<file path="src/sv/drrsc_pkg.sv">
// Shared types and constants for the dual-radio relay control block.
// No dependencies.
package drrsc_pkg;

  localparam int RELAY_W = 11;

  localparam logic [2:0] MODE_FSW_ONE = 3'd0;
  localparam logic [2:0] MODE_FSW_TWO = 3'd1;
  localparam logic [2:0] MODE_SUPPORT = 3'd2;
  localparam logic [2:0] MODE_PRIO    = 3'd3;
  localparam logic [2:0] MODE_ANT_ONE = 3'd4;
  localparam logic [2:0] MODE_ANT_TWO = 3'd5;
  localparam logic [2:0] MODE_MUTE    = 3'd6;

  localparam logic [1:0] SET_OFF = 2'd0;
  localparam logic [1:0] SET_ON  = 2'd1;

  localparam logic [1:0] PRIO_FIRST = 2'd0;
  localparam logic [1:0] PRIO_ONE   = 2'd1;
  localparam logic [1:0] PRIO_TWO   = 2'd2;

  localparam logic [RELAY_W-1:0] K4    = 11'h001;
  localparam logic [RELAY_W-1:0] K5K6  = 11'h002;
  localparam logic [RELAY_W-1:0] K8    = 11'h004;
  localparam logic [RELAY_W-1:0] K9    = 11'h008;
  localparam logic [RELAY_W-1:0] K10   = 11'h010;
  localparam logic [RELAY_W-1:0] K11   = 11'h020;
  localparam logic [RELAY_W-1:0] K12   = 11'h040;
  localparam logic [RELAY_W-1:0] K13   = 11'h080;
  localparam logic [RELAY_W-1:0] K14   = 11'h100;
  localparam logic [RELAY_W-1:0] TRANS = 11'h200;
  localparam logic [RELAY_W-1:0] RELAY_MASK = 11'h3FF;

  typedef enum logic [1:0] {
    CMD_NONE  = 2'd0,
    CMD_ENTER = 2'd1,
    CMD_EXIT  = 2'd2
  } seq_cmd_t;

  localparam logic [1:0] CMD_INVALID = 2'd3;

  typedef struct packed {
    logic [1:0] fsw_one;
    logic [1:0] fsw_two;
    logic [1:0] support_op;
    logic [1:0] prio_sel;
    logic [1:0] ant_one;
    logic [1:0] ant_two;
    logic [1:0] mute;
  } settings_t;

  typedef struct packed {
    logic [RELAY_W-1:0] relay;
    seq_cmd_t           cmd_one;
    seq_cmd_t           cmd_two;
  } decision_t;

endpackage

</file>
<file path="src/sv/drrsc_decide.sv">
// Relay and sequencer decision table, evaluated on the updated settings.
// Depends on drrsc_pkg.
module drrsc_decide import drrsc_pkg::*; (
  input  settings_t          settings,
  input  logic [RELAY_W-1:0] relay_hold,
  input  logic               ptt_one,
  input  logic               ptt_two,
  output decision_t          decision
);

  localparam logic [2:0] PICK_NONE    = 3'd0;
  localparam logic [2:0] PICK_R1      = 3'd1;
  localparam logic [2:0] PICK_R1_MUTE = 3'd2;
  localparam logic [2:0] PICK_R2      = 3'd3;
  localparam logic [2:0] PICK_R2_MUTE = 3'd4;

  logic [RELAY_W-1:0] r;
  seq_cmd_t           c1;
  seq_cmd_t           c2;
  logic               exit_both;
  logic [2:0]         pick;
  logic               cmd;
  logic               f1_on;
  logic               f2_on;
  logic               a1_on;
  logic               a2_on;
  logic               a1_off;
  logic               a2_off;
  logic               m_on;
  logic               m_off;

  always_comb begin
    r         = relay_hold;
    c1        = CMD_NONE;
    c2        = CMD_NONE;
    exit_both = 1'b0;
    pick      = PICK_NONE;
    cmd       = 1'b1;
    f1_on     = (settings.fsw_one == SET_ON);
    f2_on     = (settings.fsw_two == SET_ON);
    a1_on     = (settings.ant_one == SET_ON);
    a2_on     = (settings.ant_two == SET_ON);
    a1_off    = (settings.ant_one == SET_OFF);
    a2_off    = (settings.ant_two == SET_OFF);
    m_on      = (settings.mute == SET_ON);
    m_off     = (settings.mute == SET_OFF);

    if (settings.support_op == SET_OFF) begin
      r = r & ~(K4 | K8 | K10 | TRANS);
      if (f1_on || f2_on) begin
        if (f1_on && !ptt_one) c1 = CMD_ENTER;
        if (f2_on && !ptt_two) c2 = CMD_ENTER;
      end else if (a1_off && a2_off) begin
        r = r & ~(K5K6 | K9 | K11 | K13);
        exit_both = 1'b1;
      end else if (a1_on && a2_off) begin
        r = r | K5K6 | K9;
        r = r & ~(K11 | K13 | K14);
        exit_both = 1'b1;
      end else if (a1_off && a2_on) begin
        r = r & ~(K5K6 | K9 | K12);
        r = r | K11 | K13;
        exit_both = 1'b1;
      end else if (a1_on && a2_on) begin
        r = r | K5K6 | K9 | K11 | K13;
        r = r & ~(K14 | K12);
        exit_both = 1'b1;
      end
    end else if (settings.fsw_one == SET_OFF && settings.fsw_two == SET_OFF) begin
      r = r & ~TRANS;
      if (a1_off && a2_off) begin
        r = r | K4 | K8 | K10 | K13;
        r = r & ~(K5K6 | K12);
        exit_both = 1'b1;
      end else if (a1_on && a2_off) begin
        r = r | K4 | K5K6 | K9 | K10 | K13;
        r = r & ~(K8 | K14);
        exit_both = 1'b1;
      end else if (a1_off && a2_on) begin
        r = r | K4 | K11 | K12 | K13;
        r = r & ~(K5K6 | K10 | K14);
        exit_both = 1'b1;
      end else if (a1_on && a2_on) begin
        r = r | K4 | K5K6 | K9 | K11 | K12 | K13;
        r = r & ~(K8 | K10 | K14);
        exit_both = 1'b1;
      end
    end else begin
      if (settings.prio_sel == PRIO_ONE || settings.prio_sel == PRIO_FIRST) begin
        if (f1_on && m_off)      pick = PICK_R1;
        else if (f1_on && m_on)  pick = PICK_R1_MUTE;
        else if (f2_on && m_off) pick = PICK_R2;
        else if (f2_on && m_on)  pick = PICK_R2_MUTE;
        cmd = (settings.prio_sel == PRIO_ONE);
      end else if (settings.prio_sel == PRIO_TWO) begin
        if (f2_on && m_off)      pick = PICK_R2;
        else if (f2_on && m_on)  pick = PICK_R2_MUTE;
        else if (f1_on && m_off) pick = PICK_R1;
        else if (f1_on && m_on)  pick = PICK_R1_MUTE;
      end
      if (cmd) begin
        case (pick)
          PICK_R1: begin
            r = r | K4 | K11 | K12 | K13;
            r = r & ~(K10 | K14 | TRANS);
            c1 = CMD_ENTER;
          end
          PICK_R1_MUTE: begin
            r = r | K4 | K13;
            r = r & ~(K10 | K11 | K14 | TRANS);
            c1 = CMD_ENTER;
          end
          PICK_R2: begin
            r = r | K4 | K5K6 | K9 | K13 | K14 | TRANS;
            r = r & ~(K8 | K12);
            c2 = CMD_ENTER;
          end
          PICK_R2_MUTE: begin
            r = r | K4 | K5K6 | K13 | TRANS;
            r = r & ~(K8 | K9 | K12);
            c2 = CMD_ENTER;
          end
          default: begin
          end
        endcase
      end else begin
        case (pick)
          PICK_R1: begin
            r = r | K4 | K11 | K13;
            r = r & ~(K10 | TRANS);
          end
          PICK_R1_MUTE: begin
            r = r | K4 | K13;
            r = r & ~(K10 | K11 | TRANS);
          end
          PICK_R2: begin
            r = r | K4 | K5K6 | K9 | K13 | TRANS;
            r = r & ~K8;
          end
          PICK_R2_MUTE: begin
            r = r | K4 | K5K6 | K13 | TRANS;
            r = r & ~(K8 | K9);
          end
          default: begin
          end
        endcase
      end
    end

    if (exit_both) begin
      if (ptt_one) c1 = CMD_EXIT;
      if (ptt_two) c2 = CMD_EXIT;
    end

    decision.relay   = r & RELAY_MASK;
    decision.cmd_one = c1;
    decision.cmd_two = c2;
  end

endmodule

</file>
<file path="src/sv/dual_radio_relay_state_control.sv">
// Dual-radio relay and transmit-sequencer control, top level.
// An accepted request passes from the request register to the result register; res_stall can hold it between them.
// Throughput: one request per cycle while the result is not stalled; the decision table is a single pass of flat logic.
// Reset (rst, synchronous): settings, held relays and both valids cleared.
// Depends on drrsc_pkg and drrsc_decide.
module dual_radio_relay_state_control import drrsc_pkg::*; (
  input  logic               clk,
  input  logic               rst,
  input  logic               evt_valid,
  output logic               evt_stall,
  input  logic [2:0]         mode,
  input  logic [1:0]         value,
  input  logic               ptt_active_one,
  input  logic               ptt_active_two,
  output logic               res_valid,
  input  logic               res_stall,
  output logic [RELAY_W-1:0] relay_lines,
  output logic [1:0]         seq_cmd_one,
  output logic [1:0]         seq_cmd_two
);

  logic               req_valid;
  logic [2:0]         req_mode;
  logic [1:0]         req_value;
  logic               req_ptt_one;
  logic               req_ptt_two;
  settings_t          settings;
  settings_t          settings_next;
  logic [RELAY_W-1:0] relay_hold;
  decision_t          decision;
  logic               res_free;
  logic               advance;

  assign res_free  = !res_valid || !res_stall;
  assign advance   = req_valid && res_free;
  assign evt_stall = req_valid && !res_free;

  always_comb begin
    settings_next = settings;
    case (req_mode)
      MODE_FSW_ONE: settings_next.fsw_one    = req_value;
      MODE_FSW_TWO: settings_next.fsw_two    = req_value;
      MODE_SUPPORT: settings_next.support_op = req_value;
      MODE_PRIO:    settings_next.prio_sel   = req_value;
      MODE_ANT_ONE: settings_next.ant_one    = req_value;
      MODE_ANT_TWO: settings_next.ant_two    = req_value;
      MODE_MUTE:    settings_next.mute       = req_value;
      default:      settings_next            = settings;
    endcase
  end

  drrsc_decide u_decide (
    .settings   (settings_next),
    .relay_hold (relay_hold),
    .ptt_one    (req_ptt_one),
    .ptt_two    (req_ptt_two),
    .decision   (decision)
  );

  always_ff @(posedge clk) begin
    if (rst) begin
      req_valid <= 1'b0;
    end else if (!evt_stall) begin
      req_valid <= evt_valid;
    end
  end

  always_ff @(posedge clk) begin
    if (evt_valid && !evt_stall) begin
      req_mode    <= mode;
      req_value   <= value;
      req_ptt_one <= ptt_active_one;
      req_ptt_two <= ptt_active_two;
    end
  end

  always_ff @(posedge clk) begin
    if (rst) begin
      settings   <= '0;
      relay_hold <= '0;
    end else if (advance) begin
      settings   <= settings_next;
      relay_hold <= decision.relay;
    end
  end

  always_ff @(posedge clk) begin
    if (rst) begin
      res_valid <= 1'b0;
    end else if (res_free) begin
      res_valid <= req_valid;
    end
  end

  always_ff @(posedge clk) begin
    if (advance) begin
      relay_lines <= decision.relay;
      seq_cmd_one <= decision.cmd_one;
      seq_cmd_two <= decision.cmd_two;
    end
  end

endmodule

</file>
<file path="config.mk">
export PLATFORM = sky130hd
export DESIGN_NAME = dual_radio_relay_state_control
export DESIGN_NICKNAME = d
export VERILOG_FILES = /design/src/sv/drrsc_pkg.sv /design/src/sv/drrsc_decide.sv /design/src/sv/dual_radio_relay_state_control.sv
export SDC_FILE = /design/constraint.sdc
export NUM_CORES = 1
export LEC_CHECK = 0
export ABC_AREA = 1
export BUFFER_PORTS_ARGS = -buffer_cell sky130_fd_sc_hd__buf_2
export CAP_MARGIN = 0
export CORE_MARGIN = 4
export CORE_UTILIZATION = 45
export CTS_BUF_LIST = sky130_fd_sc_hd__clkbuf_4 sky130_fd_sc_hd__clkbuf_8
export CTS_CLUSTER_DIAMETER = 30
export DETAILED_ROUTE_END_ITERATION = 6
export SYNTH_ARGS = -nofsm -noshare
export SYNTH_HDL_FRONTEND = slang
export SYNTH_SLANG_ARGS = --single-unit
</file>
<file path="constraint.sdc">
create_clock -name clk -period 4.7 [get_ports clk]
set_input_delay 0.235 -clock clk [delete_from_list [all_inputs] [get_ports clk]]
set_output_delay 0.235 -clock clk [all_outputs]
set_load 0.05 [all_outputs]
</file>
==> results.json, run 1 <==
{
  "outcome": "finished, final reports clean",
  "antenna_found_initial": 0,
  "finalCriticalPeriod_ns": 2.615,
  "ir_drop_v": 0.0001832,
  "post_cts_buffers": 0,
  "slew-limit-headroom_pct": 33.56,
  "post_cts_resize_count": 0,
  "tightest_slew_ns": 0.9942,
  "die_w_um": 84.25,
  "drc": 0,
  "r2r_start": "req_mode[0]$_DFFE_PP_",
  "grtUsageTotal_pct": 17.08,
  "layout_commonest_cell": "nand2_1",
  "clkLatencyLatePin_ns": 0.30,
  "start_kind": "register",
  "area_delta_synth_final_pct": 8.226,
  "htreeDepth": 2,
  "grt_pass1_wl_um": 9936,
  "rsz0062_at_grt": "false",
  "holdBufCountCts": 0,
  "setup_violations": 0,
  "finalMaxSlewViolations": 0,
  "numCtsBuffers": 5,
  "diodes": 0,
  "cp.arrival_ns": 2.66,
  "synthesis.nets": 361,
  "cp_max_fo": 12,
  "grt_pass1_vias": 2098,
  "fin_worst_skew_ns": 0.005988,
  "p_leak_nw": 1.384,
  "drive_above_1_share_pct": 18.06,
  "holdPathStages": 1,
  "hold_path.class": "in2reg",
  "place_hpwl_um": 4211,
  "start_util_pct": 46.94,
  "synth-seq-cells": 47,
  "clock-root-buffer": "clkbuf_8",
  "whs_endpoint": "req_mode[2]$_DFFE_PP_",
  "port_buffers": 26,
  "antenna_left": 0,
  "syn_area_per_cell_um2": 7.475,
  "timing.reg2reg.setup_slack_ns": 2.08,
  "synth_warnings": 0,
  "reg2regPathDepth": 8,
  "min_from": "mode[2]",
  "cts.clk_slew.worst_paths_ns": 0.08,
  "fmax_mhz": 382.4,
  "synth.distinct_cells": 30,
  "synth_area_um2": 2616,
  "grt_max_degree": 43,
  "first_iter_violations": 156,
  "row_count": 27,
  "fin_nets": 381,
  "required_ns": 4.75,
  "wire_per_inst_um": 12.87,
  "timing.setup.tns_ns": 0,
  "r2r_end": "seq_cmd_one[1]$_SDFFCE_PN0P_",
  "yosysSeqAreaShare_pct": 44.00,
  "drtPass1Iterations": 4,
  "crit_type": "reg2reg",
  "synth.largest_area_cell": "edfxtp_1",
  "die_h_um": 84.25,
  "synthTopCellsByArea": "edfxtp_1, dfxtp_1, nand2_1",
  "power_density_nw_per_um2": 347.2,
  "synthCells": 350,
  "viasPerCell": 5.088,
  "clock_sink_count": 47,
  "wirelength_um": 5700,
  "dieArea_um2": 7098,
  "layout_common_cells": "nand2_1, inv_1, o21ai_0",
  "final_util_pct": 50.80,
  "cp-end-kind": "register",
  "dr_total_vias": 2254,
  "finalCritPeriodShare_pct": 55.65,
  "design.core.area_um2": 5574,
  "grt_overflow": 0,
  "cts_tree": "done",
  "ioPinCount": 28,
  "cts_max_path_buffers": 2,
  "hold_viol": 0,
  "synth_top_cell_area_share_pct": 24.10,
  "place_congestion": 0.8345,
  "cap_viol_max_count": 0
}
[kinds of logic (layout without fill, tap and decap cells)]
| logic type | Yosys count | count (layout) | share of synthesized area, % |
|---|---|---|---|
| buf+inv | 76 | 97 | 13.01 |
| other cells | 1 | 1 | 0.1433 |
| flops | 47 | 47 | 44.00 |
| simple gates | 156 | 156 | 28.02 |
| compound gates | 70 | 70 | 14.83 |
[how the worst max path moves through the flow]
stage | from | end | slack, ns
final | req_mode[0]$_DFFE_PP_ | seq_cmd_one[1]$_SDFFCE_PN0P_ | 2.08
after global routing | req_mode[0]$_DFFE_PP_ | relay_hold[5]$_SDFFE_PP0P_ | 1.76
after CTS | req_mode[0]$_DFFE_PP_ | seq_cmd_one[1]$_SDFFCE_PN0P_ | 2.07
after detailed placement | req_mode[0]$_DFFE_PP_ | seq_cmd_one[1]$_SDFFCE_PN0P_ | 2.07
after global placement | req_mode[0]$_DFFE_PP_ | seq_cmd_one[1]$_SDFFCE_PN0P_ | 2.05
after floorplan | res_valid$_SDFFE_PP0N_ | req_mode[0]$_DFFE_PP_ | 2.63
[state kept, by name (all words and copies together) (netlist names)]
| signal | count |
|---|---|
| req_value | 2 |
| req_ptt_one | 1 |
| seq_cmd_one | 2 |
| settings | 14 |
| req_valid | 1 |
| relay_lines | 10 |
| relay_hold | 10 |
| res_valid | 1 |
| req_mode | 3 |
| seq_cmd_two | 2 |
| req_ptt_two | 1 |
[worst max-delay path, cell delays in order, from the launching register on]
cell and delay [ns]:
edfxtp_1 0.61, inv_4 0.15, nand3_1 0.15, nand2_1 0.09, o21ai_0 0.10, nor2_1 0.63
inv_2 0.21, o21ai_0 0.35, nor2_1 0.07
[cells in the mapped netlist (all sizes together)]
master / instances
clkbuf: 4
o211ai: 5
buf: 9
edfxtp: 21
dfxtp: 26
nand3: 27
conb: 1
nand2: 85
o221ai: 1
inv: 63
o21bai: 1
o21ai: 40
nor3: 1
a21oi: 23
nand3b: 1
nand4: 9
nor2: 33
[stage by stage]
step	instances	total power (W)	area (µm²)	setup slack (ns)	hold WS [ns]
after floorplan	350	0.0006971	2616	2.626	0.3339
after global placement	435	0.0007411	2743	2.053	0.4113
after detailed placement	435	0.0007444	2743	2.072	0.4146
after CTS	443	0.0009935	2831	2.073	0.1023
after global routing	443	0.001042	2831	1.756	0.1017
final	443	0.0009830	2831	2.085	0.1097
[final cells by class]
class                           count  area, µm²
Tap cell                           72      90.09
Clock buffer                        6      76.32
Timing Repair Buffer               26      130.1
Fill cell                         556       2743
Multi-Input combinational cell    227       1132
Sequential cell                    47       1151
Inverter                           63      239.0
Clock inverter                      2      12.51
[power by group]
part           switching [W]  total [W]  internal (W)
logic               0.000184   0.000255     0.0000711
clock network       0.000137   0.000247      0.000110
registers          0.0000178   0.000481      0.000463
total               0.000339   0.000983      0.000644
[routing by layer]
layer / routed length [µm] / GRT usage (%) / part of all wire, %
met3: 291 / 3.729 / 5.1
met4: 65 / 4.094 / 1.1
met2: 2587 / 26.90 / 45
met1: 2755 / 23.93 / 48
met5: 0 / 0 / 0
Power figures use the tool's default switching activity.
==> run 2: changes to the inputs <==
Settings changed: PLACE_DENSITY from default to 0.66.
Clock period 4.7 ns to 2.4 ns, I/O delays scaled along.
==> run 2 against run 1 <==
  * Sequential power increased by 95%
  * Die area unchanged
  * Hold slack got worse by 0.015 ns
  * Combinational power increased by 120%
  * Non-clock buffer count increased by 19
==> results.json, run 2 (synthesis results as in run 1) <==
{
  "largest-register": "settings",
  "crit_type": "reg2reg",
  "cp_cell_sequence": "nor2_8 -> nand2_2 -> nand2_1 -> nand2_2 -> nor2_4 -> nand2_1 -> nand2_1 -> nand2_2 -> nand2_2 -> nand2_2 -> nand2_4 -> nand2_1 -> nand2_1 -> nand2_1 -> nand2_2 -> inv_1",
  "place_inst": 444,
  "cp.arrival_ns": 2.27,
  "antenna_found_initial": 0,
  "fin_worst_skew_ns": 0.005733,
  "ir_drop_v": 0.0003909,
  "hold_path.class": "in2reg",
  "start_kind": "register",
  "fmax_mhz": 453.0,
  "postLayoutCellArea_um2": 3050,
  "cts_tree": "done",
  "ioPinCount": 28,
  "reg_top3": "settings x14, relay_hold x10, relay_lines x10",
  "clkLatencyLatePin_ns": 0.30,
  "port_buffers": 26,
  "first_iter_violations": 155,
  "finalNonFillerCells": 462,
  "grtUsageTotal_pct": 16.18,
  "setup_violations": 0,
  "die_w_um": 84.25,
  "place_hpwl_um": 3954,
  "cp_max_fo": 8,
  "htreeDepth": 2,
  "antenna_left": 0,
  "area_delta_synth_final_pct": 16.60,
  "drc": 0,
  "fin_nets": 400,
  "largest_reg_flops": 14,
  "clock_sink_count": 47,
  "outcome": "finished, final reports clean",
  "tightest_slew_ns": 0.6351,
  "place_congestion": 0.9215,
  "grt_pass1_wl_um": 9487,
  "wire_per_inst_um": 11.98,
  "die_h_um": 84.25,
  "grt_overflow": 0,
  "numCtsBuffers": 5,
  "cp_slowest_cell": "edfxtp_1",
  "wirelength_um": 5535,
  "hold_viol": 0,
  "seqCellArea_um2": 1151,
  "power_density_nw_per_um2": 646.7,
  "power_w": 0.001973,
  "start_util_pct": 46.94,
  "multi_input_area_um2": 1189,
  "p_leak_nw": 1.485,
  "slew-limit-headroom_pct": 57.61,
  "drtPass1Iterations": 5,
  "finalMaxSlewViolations": 0,
  "dr_total_vias": 2343,
  "cp-end-kind": "register",
  "layout_common_cells": "nand2_1, inv_1, o21ai_0",
  "max_stage_delay_ns": 0.59,
  "dieArea_um2": 7098,
  "diodes": 0,
  "required_ns": 2.46,
  "cap_viol_max_count": 0,
  "finalCriticalPeriod_ns": 2.208,
  "row_count": 27,
  "grt_max_degree": 42,
  "cts_max_path_buffers": 2,
  "finalCritPeriodShare_pct": 91.99,
  "design.core.area_um2": 5574,
  "cts.clk_slew.worst_paths_ns": 0.08,
  "drive_above_1_share_pct": 23.08,
  "post_dp_cell_area_um2": 2805,
  "layout_commonest_cell": "nand2_1",
  "viasPerCell": 5.071,
  "grt_pass1_vias": 2109,
  "nFillCells": 534,
  "clock-root-buffer": "clkbuf_8"
}
==> run 2: changes by cell type in the layout (fill, tap and decap cells not counted), sizes merged <==
cell,before,now
buf,26,38
dlygate4sd3,0,7
clkbuf,6,7
clkinvlp,1,0
==> run 2: repair_timing <==
action	CTS	global route
gates resized for setup	0	19
setup buffers	0	3
hold buffers	7	0
setup endpoints to repair	0	16
endpoints found under the hold margin	7	0
==> run 2: metal layers <==
layer  wire length [µm]  global-route usage, %  up-vias
met5                  0                      0        -
met1               2629                  21.88     1066
met3                328                  3.337        6
li1                   -                      -     1204
met4                 62                  4.532        0
met2               2514                  26.26       67
==> run 2: power breakdown <==
| part | leakage [nW] | total, W | switching, W | internal, W |
|---|---|---|---|---|
| clock network | 0.0491 | 0.000478 | 0.000251 | 0.000227 |
| registers | 0.416 | 0.000937 | 0.0000310 | 0.000906 |
| logic | 1.02 | 0.000557 | 0.000380 | 0.000177 |
| total | 1.48 | 0.00197 | 0.000663 | 0.00131 |
==> run 2: through the flow <==
stage	setup WS (ns)	util, %	setup TNS (ns)	hold slack (ns)
floorplan	0.3259	-	0	0.2189
global placement	0.1421	50.33	0	0.2963
detailed placement	0.1156	50.33	0	0.2981
CTS	0.1005	53.18	0	0.08579
global route	-0.02525	54.73	-0.04699	0.09825
finish	0.1923	54.73	0	0.09418
==> run 2: critical path: cells and delay by family, from the launching register on <==
| family | cells | cell delay (ns) |
|---|---|---|
| buffers and inverters | 1 | 0.04 |
| flip-flops | 1 | 0.59 |
| AND/OR/NAND/NOR | 15 | 1.36 |
==> run 2: layout make-up <==
type | count | share of cell area (%)
Multi-Input combinational cell | 227 | 38.97
Clock inverter | 1 | 0.1641
Timing Repair Buffer | 45 | 9.516
Tap cell | 72 | 2.953
Sequential cell | 47 | 37.74
Clock buffer | 7 | 2.748
Inverter | 63 | 7.916
==> run 2: final timing paths <==
path | depth (start not counted) | endpoint | from | slack [ns]
max | 16 | relay_lines[8]$_DFFE_PP_ | req_mode[1]$_DFFE_PP_ | 0.19
max reg2reg | 16 | relay_lines[8]$_DFFE_PP_ | req_mode[1]$_DFFE_PP_ | 0.19
min reg2reg | 2 | res_valid$_SDFFE_PP0N_ | res_valid$_SDFFE_PP0N_ | 0.51
min | 3 | req_valid$_SDFFE_PP0N_ | evt_valid | 0.09
==> run 3: changes to the inputs <==
Settings changed: PLACE_DENSITY 0.66 to default.
Clock period 2.4 ns to 2.7 ns, I/O delays scaled along.
==> run 3 against run 2 <==
  * Global-route usage up 1.5 points
  * Register-to-register slack improved by 0.10 ns
  * Hold slack improved by 0.0066 ns
  * Die area unchanged
==> results.json, run 3 (synthesis results as in run 1) <==
{
  "power_w": 0.001735,
  "area_delta_synth_final_pct": 12.34,
  "grt_pass1_vias": 2171,
  "grt_overflow": 0,
  "grt_pass1_wl_um": 10170,
  "place_congestion": 0.8781,
  "antenna_found_initial": 0,
  "clkLatencyLatePin_ns": 0.30,
  "cts_max_path_buffers": 2,
  "place_inst": 440,
  "cp-end-kind": "register",
  "finalCriticalPeriod_ns": 2.404,
  "tightest_slew_ns": 0.6432,
  "routedLengthMet1_um": 2701,
  "drc": 0,
  "p_leak_nw": 1.437,
  "post_cts_resize_count": 0,
  "reg_top3": "settings x14, relay_hold x10, relay_lines x10",
  "layout_commonest_cell": "nand2_1",
  "slew-limit-headroom_pct": 57.07,
  "fmax_mhz": 416.0,
  "required_ns": 2.76,
  "wl_met3_um": 338,
  "outcome": "finished, final reports clean",
  "viasPerCell": 5.009,
  "first_iter_violations": 176,
  "hold_viol": 0,
  "setup_violations": 0,
  "cts.clk_slew.worst_paths_ns": 0.09,
  "power_density_nw_per_um2": 590.3,
  "dp_slack_ns": 0.3171,
  "finalCritPeriodShare_pct": 89.04,
  "start_util_pct": 46.94,
  "grtUsageTotal_pct": 17.64,
  "die_w_um": 84.25,
  "wirelength_um": 5732,
  "final_util_pct": 52.73,
  "start_kind": "register",
  "largest-register": "settings",
  "ioPinCount": 28,
  "row_count": 27,
  "cp.arrival_ns": 2.47,
  "timing.setup.tns_ns": 0,
  "fin_nets": 393,
  "wl_met2_um": 2620,
  "clock-root-buffer": "clkbuf_8",
  "hold_path.class": "in2reg",
  "finalMaxSlewViolations": 0,
  "crit_type": "reg2reg",
  "antenna_left": 0,
  "wire_per_inst_um": 12.60,
  "ir_drop_v": 0.0003040,
  "dr.max_layer_used": "met4",
  "dr_total_vias": 2279,
  "grt_max_degree": 42,
  "port_buffers": 26,
  "layout_common_cells": "nand2_1, inv_1, o21ai_0",
  "htreeDepth": 2,
  "numCtsBuffers": 5,
  "design.core.area_um2": 5574,
  "cp_max_fo": 9,
  "clock_sink_count": 47,
  "cap_viol_max_count": 0,
  "fin_ws_ns": 0.2960,
  "die_h_um": 84.25,
  "rsz0062_at_grt": "false",
  "nFillCells": 546,
  "drtPass1Iterations": 5,
  "finalNonFillerCells": 455,
  "cts_tree": "done",
  "diodes": 0,
  "post_cts_buffers": 0,
  "largest_reg_flops": 14,
  "place_hpwl_um": 4107,
  "fin_worst_skew_ns": 0.009432,
  "drive_above_1_share_pct": 18.80,
  "dieArea_um2": 7098
}
run 3: what timing repair did:
action | 4_1_cts | 5_1_grt
endpoints found under the hold margin | 6 | 1
endpoints found under the setup margin | 0 | 0
hold buffers | 6 | 1
run 3: where the power goes:
part           internal, W  switching [W]
clock network     0.000191       0.000240
logic             0.000142       0.000326
registers         0.000806      0.0000302
total              0.00114       0.000596
run 3: metal layers:
metal	up-vias	GRT usage [%]
li1	1188	-
met1	1023	24.94
met2	63	27.55
met3	5	3.435
met4	0	4.825
met5	-	0
run 3: path summary, 6_finish.rpt:
check                                 from                  endpoint  slack [ns]  depth (start not counted)
setup / recovery     req_mode[0]$_DFFE_PP_  relay_lines[8]$_DFFE_PP_        0.30                         16
hold / removal                   evt_valid    req_valid$_SDFFE_PP0N_        0.10                          3
setup reg to reg     req_mode[0]$_DFFE_PP_  relay_lines[8]$_DFFE_PP_        0.30                         16
hold reg to reg   settings[4]$_SDFFE_PP0P_  settings[4]$_SDFFE_PP0P_        0.52                          2
run 3: cell type report:
cell class	count	area, µm²	area share, %
flip-flops and latches	47	1151	39.17
multi-input cells	227	1132	38.53
inverters	63	239.0	8.131
repair buffers	38	237.7	8.089
well taps	72	90.09	3.065
clock buffers	6	76.32	2.597
clock inverters	2	12.51	0.4257
run 3: per-stage QoR:
step	hold WS [ns]	cell area, µm²
2_1_floorplan	0.2339	2616
3_3_place_gp	0.3119	2780
3_5_place_dp	0.3133	2780
4_1_cts	0.005289	2929
5_1_grt	0.1217	2939
6_report	0.1008	2939
run 3: worst max-delay path: stages, from the launching register on:
cell and delay [ns]:
edfxtp_1 0.62, nor2_8 0.22, nand2_1 0.13, nand2_1 0.09
nand2_1 0.08, nor2_2 0.20, nand2_1 0.07, nand2_1 0.07
nand2_2 0.08, nand2_1 0.10, nand2_2 0.09, nand2_4 0.10
nand2_1 0.08, nand2_1 0.07, nand2_1 0.06, nand2_2 0.07
inv_1 0.04
